### src/rtl/cbts_pkg.sv
// ---------------------------------------------------------------------------
// CAN bit timing search - shared package
// Sequencer states, search status, field widths and the timing word packer.
// ---------------------------------------------------------------------------
`default_nettype none

package cbts_pkg;

    // Field widths of the stream items.
    localparam int unsigned BaudW     = 32;
    localparam int unsigned ClockW    = 32;
    localparam int unsigned PrescW    = 4;
    localparam int unsigned WordW     = 15;
    localparam int unsigned OutDataW  = 24;

    // Search ranges: divider index 0..15, quanta index 0..31 (quanta - 1),
    // segment index 0..14 (segments - 3).
    localparam logic [3:0] DivLast    = 4'd15;
    localparam logic [4:0] QuantaLast = 5'd31;
    localparam logic [3:0] SegsLast   = 4'd14;

    // Sequencer states of the top level.
    typedef enum logic [1:0] {
        ST_IDLE,
        ST_DIV,
        ST_SEARCH,
        ST_OUT
    } cbts_state_t;

    // Status that the search unit reports to the sequencer.
    typedef struct packed {
        logic done;
        logic hit;
    } search_stat_t;

    // Pack the bit timing word from quanta - 1 and segments - 3.
    function automatic logic [WordW-1:0] pack_timing(input logic [4:0] q_idx,
                                                     input logic [3:0] s_idx);
        logic [2:0] t1;
        logic [3:0] t2;
        logic [1:0] sjw;
        t1  = s_idx[3:1];
        t2  = s_idx - {1'b0, t1};
        sjw = (t1 > 3'd3) ? 2'd3 : t1[1:0];
        return {t2[2:0], 1'b0, t1, sjw, 1'b0, q_idx};
    endfunction

endpackage

`default_nettype wire

### src/rtl/can_bit_timing_search_top.sv
// ---------------------------------------------------------------------------
// CAN bit timing search - top level
// Divides the main clock by the requested bit rate and searches for the
// first exact divider / quanta / segment split of the clocks per bit.
// ---------------------------------------------------------------------------
//
//  Channel  Dir  Handshake            Payload
//  s_       in   s_tvalid / s_tready  s_tdata[31:0] = req_bit_rate
//  m_       out  m_tvalid / m_tready  m_tdata[0] found, [4:1] prescaler,
//                                     [19:5] bit_timing_word, [23:20] zero
//  cfg_     in   cfg_valid/cfg_ready  cfg_data[31:0] = main_clock_hz
//
//  The divider is launched in the cycle after an item is taken and runs to
//  completion; the search then loads and walks the candidates (up to 7680),
//  and the result waits in the ST_OUT state until the output register is
//  free. A zero bit rate skips the divider and the search.
//  s_tready is high only while the sequencer is idle; one result may wait
//  in the output register while the next item is being worked on.
//  Reset sets main_clock_hz to 48000000 and empties the output register.
// ---------------------------------------------------------------------------
`default_nettype none

module can_bit_timing_search_top
    import cbts_pkg::*;
(
    input  wire logic                aclk,
    input  wire logic                aresetn,
    input  wire logic                s_tvalid,
    output logic                     s_tready,
    input  wire logic [BaudW-1:0]    s_tdata,    // [31:0] req_bit_rate
    output logic                     m_tvalid,
    input  wire logic                m_tready,
    output logic [OutDataW-1:0]      m_tdata,    // [0] found, [4:1] prescaler,
                                                 // [19:5] bit_timing_word
    input  wire logic                cfg_valid,
    output logic                     cfg_ready,
    input  wire logic [ClockW-1:0]   cfg_data    // [31:0] main_clock_hz
);

    cbts_state_t           state_reg, state_next;
    logic [ClockW-1:0]     clk_hz_reg;
    logic [BaudW-1:0]      baud_reg;
    logic                  zero_reg, zero_next;
    logic                  m_tvalid_reg, m_tvalid_next;
    logic [OutDataW-1:0]   m_tdata_reg,  m_tdata_next;
    logic                  div_start, div_done;
    logic [ClockW-1:0]     quotient;
    logic                  srch_start;
    search_stat_t          srch_stat;
    logic [PrescW-1:0]     srch_presc;
    logic [WordW-1:0]      srch_word;
    logic                  accept;
    // Divider launch strobe, high in the cycle after the item is taken.
    logic                  launch_reg;

    assign accept    = s_tvalid && s_tready;
    assign cfg_ready = 1'b1;

    // Divider: clocks per bit.
    cbts_divider u_div (
        .aclk     (aclk),
        .aresetn  (aresetn),
        .start    (div_start),
        .dividend (clk_hz_reg),
        .divisor  (baud_reg),
        .done     (div_done),
        .quotient (quotient)
    );

    // Candidate walker with the shared compare.
    cbts_search u_srch (
        .aclk            (aclk),
        .aresetn         (aresetn),
        .start           (srch_start),
        .cpb             (quotient),
        .stat            (srch_stat),
        .prescaler       (srch_presc),
        .bit_timing_word (srch_word)
    );

    // Sequencer: next state and strobes.
    always_comb begin
        state_next    = state_reg;
        zero_next     = zero_reg;
        s_tready      = 1'b0;
        div_start     = 1'b0;
        srch_start    = 1'b0;
        m_tvalid_next = m_tvalid_reg && !m_tready;
        m_tdata_next  = m_tdata_reg;
        case (state_reg)
            ST_IDLE: begin
                s_tready = 1'b1;
                if (s_tvalid) begin
                    zero_next  = (s_tdata == '0);
                    state_next = (s_tdata == '0) ? ST_OUT : ST_DIV;
                end
            end
            ST_DIV: begin
                // The divider starts in the cycle after the item is taken.
                div_start = launch_reg;
                if (zero_reg) begin
                    state_next = ST_OUT;
                end else if (div_done) begin
                    srch_start = 1'b1;
                    state_next = ST_SEARCH;
                end
            end
            ST_SEARCH: begin
                if (srch_stat.done) begin
                    state_next = ST_OUT;
                end
            end
            ST_OUT: begin
                if (!m_tvalid_reg || m_tready) begin
                    m_tvalid_next = 1'b1;
                    if (zero_reg) begin
                        m_tdata_next = '0;
                    end else begin
                        m_tdata_next = {4'd0, srch_word, srch_presc, srch_stat.hit};
                    end
                    state_next = ST_IDLE;
                end
            end
            default: begin
                state_next = ST_IDLE;
            end
        endcase
    end

    always_ff @(posedge aclk) begin
        if (!aresetn) begin
            state_reg    <= ST_IDLE;
            zero_reg     <= 1'b0;
            m_tvalid_reg <= 1'b0;
            clk_hz_reg   <= 32'd48000000;
            launch_reg   <= 1'b0;
        end else begin
            state_reg    <= state_next;
            zero_reg     <= zero_next;
            m_tvalid_reg <= m_tvalid_next;
            launch_reg   <= accept && (s_tdata != '0);
            if (cfg_valid && cfg_ready) begin
                clk_hz_reg <= cfg_data;
            end
        end
        m_tdata_reg <= m_tdata_next;
        if (accept) begin
            baud_reg <= s_tdata;
        end
    end

    assign m_tvalid = m_tvalid_reg;
    assign m_tdata  = m_tdata_reg;

endmodule

`default_nettype wire

### src/rtl/cbts_divider.sv
// ---------------------------------------------------------------------------
// CAN bit timing search - iterative divider
// Restoring divider that produces one quotient bit per cycle.
// ---------------------------------------------------------------------------
`default_nettype none

module cbts_divider
    import cbts_pkg::*;
(
    input  wire logic              aclk,
    input  wire logic              aresetn,
    input  wire logic              start,
    input  wire logic [ClockW-1:0] dividend,
    input  wire logic [BaudW-1:0]  divisor,
    output logic                   done,
    output logic [ClockW-1:0]      quotient
);

    logic [ClockW-1:0] quot_reg, quot_next;
    logic [ClockW-1:0] rem_reg,  rem_next;
    logic [BaudW-1:0]  dvs_reg,  dvs_next;
    logic [4:0]        cnt_reg,  cnt_next;
    logic              busy_reg, busy_next;
    logic              done_reg, done_next;
    logic [ClockW:0]   trial;

    // One restoring step: shift in the next dividend bit and try a subtract.
    always_comb begin
        trial     = {rem_reg, quot_reg[ClockW-1]} - {1'b0, dvs_reg};
        quot_next = quot_reg;
        rem_next  = rem_reg;
        dvs_next  = dvs_reg;
        cnt_next  = cnt_reg;
        busy_next = busy_reg;
        done_next = 1'b0;
        if (start) begin
            quot_next = dividend;
            rem_next  = '0;
            dvs_next  = divisor;
            cnt_next  = '0;
            busy_next = 1'b1;
        end else if (busy_reg) begin
            if (!trial[ClockW]) begin
                rem_next = trial[ClockW-1:0];
            end else begin
                rem_next = {rem_reg[ClockW-2:0], quot_reg[ClockW-1]};
            end
            quot_next = {quot_reg[ClockW-2:0], ~trial[ClockW]};
            cnt_next  = cnt_reg + 5'd1;
            if (cnt_reg == 5'd31) begin
                busy_next = 1'b0;
                done_next = 1'b1;
            end
        end
    end

    // The busy and done flags are reset; the counter and the datapath are not.
    always_ff @(posedge aclk) begin
        if (!aresetn) begin
            busy_reg <= 1'b0;
            done_reg <= 1'b0;
        end else begin
            busy_reg <= busy_next;
            done_reg <= done_next;
        end
        quot_reg <= quot_next;
        rem_reg  <= rem_next;
        dvs_reg  <= dvs_next;
        cnt_reg  <= cnt_next;
    end

    assign done     = done_reg;
    assign quotient = quot_reg;

endmodule

`default_nettype wire

### src/rtl/cbts_search.sv
// ---------------------------------------------------------------------------
// CAN bit timing search - candidate walker
// Steps through divider, quanta and segment counts one candidate per cycle,
// keeping the product by running additions, and compares it to clocks/bit.
// ---------------------------------------------------------------------------
`default_nettype none

module cbts_search
    import cbts_pkg::*;
(
    input  wire logic              aclk,
    input  wire logic              aresetn,
    input  wire logic              start,
    input  wire logic [ClockW-1:0] cpb,
    output search_stat_t           stat,
    output logic [PrescW-1:0]      prescaler,
    output logic [WordW-1:0]       bit_timing_word
);

    logic [ClockW-1:0] cpb_reg,  cpb_next;
    logic [3:0]        d_reg,    d_next;     // divider - 1
    logic [4:0]        q_reg,    q_next;     // quanta - 1
    logic [3:0]        s_reg,    s_next;     // segments - 3
    logic [4:0]        dp1_reg,  dp1_next;   // divider
    logic [9:0]        qd_reg,   qd_next;    // quanta * divider
    logic [13:0]       prod_reg, prod_next;  // segments * quanta * divider
    logic              busy_reg, busy_next;
    logic              hit_reg,  hit_next;
    logic              done_reg, done_next;
    logic              match;
    logic [9:0]        qd_step;
    logic [4:0]        dp1_step;

    // Three times a ten-bit value, as shift and add.
    function automatic logic [13:0] times3(input logic [9:0] v);
        return {3'd0, v, 1'b0} + {4'd0, v};
    endfunction

    assign match    = (cpb_reg == {18'd0, prod_reg});
    assign qd_step  = qd_reg + {5'd0, dp1_reg};
    assign dp1_step = dp1_reg + 5'd1;

    // Walk order: segments innermost, then quanta, then divider.
    always_comb begin
        cpb_next  = cpb_reg;
        d_next    = d_reg;
        q_next    = q_reg;
        s_next    = s_reg;
        dp1_next  = dp1_reg;
        qd_next   = qd_reg;
        prod_next = prod_reg;
        busy_next = busy_reg;
        hit_next  = hit_reg;
        done_next = 1'b0;
        if (start) begin
            cpb_next  = cpb;
            d_next    = '0;
            q_next    = '0;
            s_next    = '0;
            dp1_next  = 5'd1;
            qd_next   = 10'd1;
            prod_next = 14'd3;
            busy_next = 1'b1;
            hit_next  = 1'b0;
        end else if (busy_reg) begin
            if (match) begin
                busy_next = 1'b0;
                hit_next  = 1'b1;
                done_next = 1'b1;
            end else if (d_reg == DivLast && q_reg == QuantaLast && s_reg == SegsLast) begin
                busy_next = 1'b0;
                done_next = 1'b1;
            end else if (s_reg != SegsLast) begin
                s_next    = s_reg + 4'd1;
                prod_next = prod_reg + {4'd0, qd_reg};
            end else if (q_reg != QuantaLast) begin
                s_next    = '0;
                q_next    = q_reg + 5'd1;
                qd_next   = qd_step;
                prod_next = times3(qd_step);
            end else begin
                s_next    = '0;
                q_next    = '0;
                d_next    = d_reg + 4'd1;
                dp1_next  = dp1_step;
                qd_next   = {5'd0, dp1_step};
                prod_next = times3({5'd0, dp1_step});
            end
        end
    end

    always_ff @(posedge aclk) begin
        if (!aresetn) begin
            busy_reg <= 1'b0;
            hit_reg  <= 1'b0;
            done_reg <= 1'b0;
        end else begin
            busy_reg <= busy_next;
            hit_reg  <= hit_next;
            done_reg <= done_next;
        end
        cpb_reg  <= cpb_next;
        d_reg    <= d_next;
        q_reg    <= q_next;
        s_reg    <= s_next;
        dp1_reg  <= dp1_next;
        qd_reg   <= qd_next;
        prod_reg <= prod_next;
    end

    // Result fields are zero unless the walk ended on a hit.
    assign stat.done       = done_reg;
    assign stat.hit        = hit_reg;
    assign prescaler       = hit_reg ? d_reg : '0;
    assign bit_timing_word = hit_reg ? pack_timing(q_reg, s_reg) : '0;

endmodule

`default_nettype wire

### config.mk
export PLATFORM = sky130hd
export DESIGN_NAME = can_bit_timing_search_top
export DESIGN_NICKNAME = d
export VERILOG_FILES = /design/src/rtl/cbts_pkg.sv /design/src/rtl/can_bit_timing_search_top.sv /design/src/rtl/cbts_divider.sv /design/src/rtl/cbts_search.sv
export SDC_FILE = /design/constraint.sdc
export NUM_CORES = 1
export LEC_CHECK = 0
export BUFFER_PORTS_ARGS = -buffer_cell sky130_fd_sc_hd__buf_2
export CAP_MARGIN = 40
export CORE_ASPECT_RATIO = 0.7
export CORE_UTILIZATION = 45
export CTS_CLUSTER_SIZE = 8
export DETAILED_ROUTE_END_ITERATION = 6
export PLACE_DENSITY_LB_ADDON = 0.25
export SLEW_MARGIN = 10
export SYNTH_ARGS = -nofsm -noshare
export SYNTH_HDL_FRONTEND = slang
export SYNTH_SLANG_ARGS = --single-unit
### constraint.sdc
create_clock -name aclk -period 4.39 [get_ports aclk]
set_clock_uncertainty 0.2 [all_clocks]
set_input_delay 0 -clock aclk [delete_from_list [all_inputs] [get_ports aclk]]
set_output_delay 0 -clock aclk [all_outputs]
set_load 0.02 [all_outputs]
==> metrics.cfg <==
[run_status]
outcome = complete, no violations

[grt]
antenna_found_initial = 0
gr-total-overflow = 0
grt_use_total_pct = 22.3
grt_pass1_vias = 10500
grt_start_max_net_pins = 74
grt_pass1_wl_um = 55100

[yosys]
synth_cells = 1387
synth_area_mm2 = 0.0137
yosys_warnings = 0
postSynth.asyncResetShare_pct = 0
synth_cell_type_count = 63
syn_area_per_cell_um2 = 9.84
ys_seq_area_share_pct = 49.9
synth-main-ff-cell = edfxtp_1
synth-seq-cells = 267
synth_edf_count = 146

[cts]
cts_setup_buffers = 0
cts_hold_buf = 132
cts_tree = built
cts.clk_slew.worst_paths_ns = 0.05
htree_levels = 2
clock_sinks = 267
cts_max_path_buffers = 3
insertion_delay_ns = 0.54
numCtsBuffers = 39
cts_root_buffer = clkbuf_16
cts_resized = 0

[floorplanning]
rows = 52
ios = 96
die_area_mm2 = 0.0311
die_y_um = 148
initial_core_util_pct = 46.5
die_w_um = 210
coreArea_mm2 = 0.0293

[timing]
timing.final.crit_share_pct = 92.9
setup_violations = 0
rsz0062_at_grt = false
timing_hold_violations_final = 0
fmax_mhz = 245
worst_pin_slew_ns = 0.788
maxSlewViolCount = 0
hold_slack_ns = 0.0220
period_needed_ns = 4.08
relSlewSlack_pct = 47.3
finalSetupTns_ns = 0

[routing]
avgViaCountPerCell = 5.35
drc_errors = 0
dr.first_iter.drc_count = 821
wl_um = 34000
drt-pass1-iter-count = 5
ant_nets = 0
wire_per_inst_um = 16.6
vias = 10900

[cells_and_area]
area_growth_pct = 24.5
layout-drive-gt1-share_pct = 9.90
diodes = 0
fin_nets = 1762
final_util_pct = 57.9
layoutNonFillerInstCount = 2042
final_cell_area_mm2 = 0.0170

[place]
placed_area_mm2 = 0.0145
dp_hpwl_um = 22200
placed_cells = 1841
gp_congestion = 0.898
portBuffers = 88

[setup_path]
end_kind = flip-flop
cp.arrival_ns = 4.33
critPathKind = reg -> reg
crit_required_ns = 4.64
worst_setup_path_start_kind = flip-flop
crit_fanout = 5

[run]
cap_violations = 0

[power_and_ir_drop]
powerDensity_mw_per_mm2 = 506
ir_drop_uv = 341
p_leak_nw = 7.12

[hold_path]
hold_class = in -> reg

placed cells by master, fill, tap and decap left out, types with 6 or more instances in the layout:
cell / synthesis / routed
a211oi_1: 12 / 12
a21o_1: 20 / 20
a21oi_1: 95 / 94
a31oi_1: 19 / 19
and2_1: 16 / 16
and3_1: 11 / 11
buf_2: 3 / 88
buf_4: 9 / 16
clkbuf_1: 45 / 26
clkbuf_16: 0 / 39
conb_1: 2 / 7
dfxtp_1: 121 / 120
dlygate4sd3_1: 0 / 132
edfxtp_1: 146 / 146
fa_1: 6 / 6
ha_1: 77 / 77
inv_1: 72 / 72
mux2i_1: 52 / 52
nand2_1: 195 / 194
nand2b_1: 9 / 9
nand3_1: 25 / 25
nand3b_1: 7 / 7
nand4_1: 18 / 18
nor2_1: 110 / 110
nor2b_1: 10 / 10
nor3_1: 29 / 29
nor3b_1: 8 / 8
nor4_1: 16 / 16
o211ai_1: 16 / 16
o21a_1: 8 / 8
o21ai_0: 79 / 79
o31ai_1: 7 / 7
or3_1: 6 / 6
xnor2_1: 38 / 38
xor2_1: 38 / 38
routing by layer:
metal | up-vias | routed length [um] | global-route usage [%]
met3 | 72 | 1720 | 3.85
li1 | 5396 | - | -
met1 | 5168 | 16900 | 32.2
met4 | 0 | 1120 | 8.58
met5 | - | 0 | 0
met2 | 293 | 14300 | 33.4
cell type report:
cell class	count	area [um^2]
timing repair buffer	241	1990
fill	2466	12300
sequential	267	6810
clock inverter	3	35.0
multi-input combinational	987	6320
inverter	74	278
clock buffer	65	1070
tap	405	507
through the flow:
stage                     total power, mW  worst slack, ns
final                                8.60            0.310
after global routing                 9.10           0.0764
after CTS                            8.60            0.366
after detailed placement             5.72            0.387
after global placement               5.65            0.382
after floorplan                      5.12            0.619
final timing paths:
| path | from | end | slack [ns] | cells after the start |
|---|---|---|---|---|
| min reg2reg | baud_reg[29] | u_div.dvs_reg[29] | 0.22 | 0 |
| max | u_srch.dp1_reg[0] | u_srch.prod_reg[10] | 0.31 | 16 |
| max reg2reg | u_srch.dp1_reg[0] | u_srch.prod_reg[10] | 0.31 | 16 |
| min | s_tdata[31] | baud_reg[31] | 0.02 | 2 |
cells by family (layout without fill, tap and decap cells):
family / Yosys count / after routing / share of synthesized area, %
other: 2 / 7 / 0.0550
muxes: 53 / 53 / 3.89
DFF: 267 / 267 / 49.9
AOI/OAI and AO/OA: 305 / 305 / 14.0
adders and majority gates: 83 / 83 / 7.94
xor gates and xnor gates: 76 / 76 / 4.88
and+or+nand+nor: 463 / 463 / 15.3
buffers and inverters: 138 / 383 / 4.07
synthesized netlist by cell type, drive strengths merged, types with 3 or more instances:
cell	count	area, um^2
and3	11	68.8
or3	6	37.5
xnor2	38	333
inv	72	270
and2	16	100
buf	19	109
dfxtp	121	2420
nand4	18	113
a211oi	12	90.1
a41oi	5	43.8
a32oi	3	26.3
a21boi	3	22.5
nor2b	10	62.6
a21oi	96	492
o2111ai	3	26.3
clkbuf	45	169
o22ai	4	25.0
o211a	3	30.0
xor2	38	333
ha	77	963
o211ai	16	120
nand3	25	125
o31ai	7	52.6
a221oi	3	26.3
edfxtp	146	4380
nand2	195	732
o21a	8	60.1
nor2	110	413
nor3	29	145
fa	6	120
a2111oi	6	71.3
nand2b	9	56.3
o21ai	80	400
o21bai	5	48.8
mux2i	52	521
nor3b	8	60.1
a21o	20	150
a31oi	19	119
nand3b	7	52.6
nor4	16	100
power breakdown:
part	leakage, nW	switching (mW)	internal [mW]
registers	2.34	0.204	3.05
clock network	0.530	1.09	1.66
logic	4.26	1.54	1.05
critical path, cell delays in order, from the launching register on:
cell and delay (ns):
dfxtp_1 0.36, ha_1 0.24, fa_1 0.42, a21o_1 0.20
a21oi_1 0.29, nor2b_1 0.09, o21ai_0 0.16, buf_4 0.15
nor2_1 0.05, xnor2_1 0.23, inv_1 0.11, ha_1 0.26
or3_1 0.34, a2111oi_0 0.38, nor3_1 0.14, xnor2_1 0.17
a211oi_1 0.21
No activity file was read; power rests on OpenSTA's default activity.
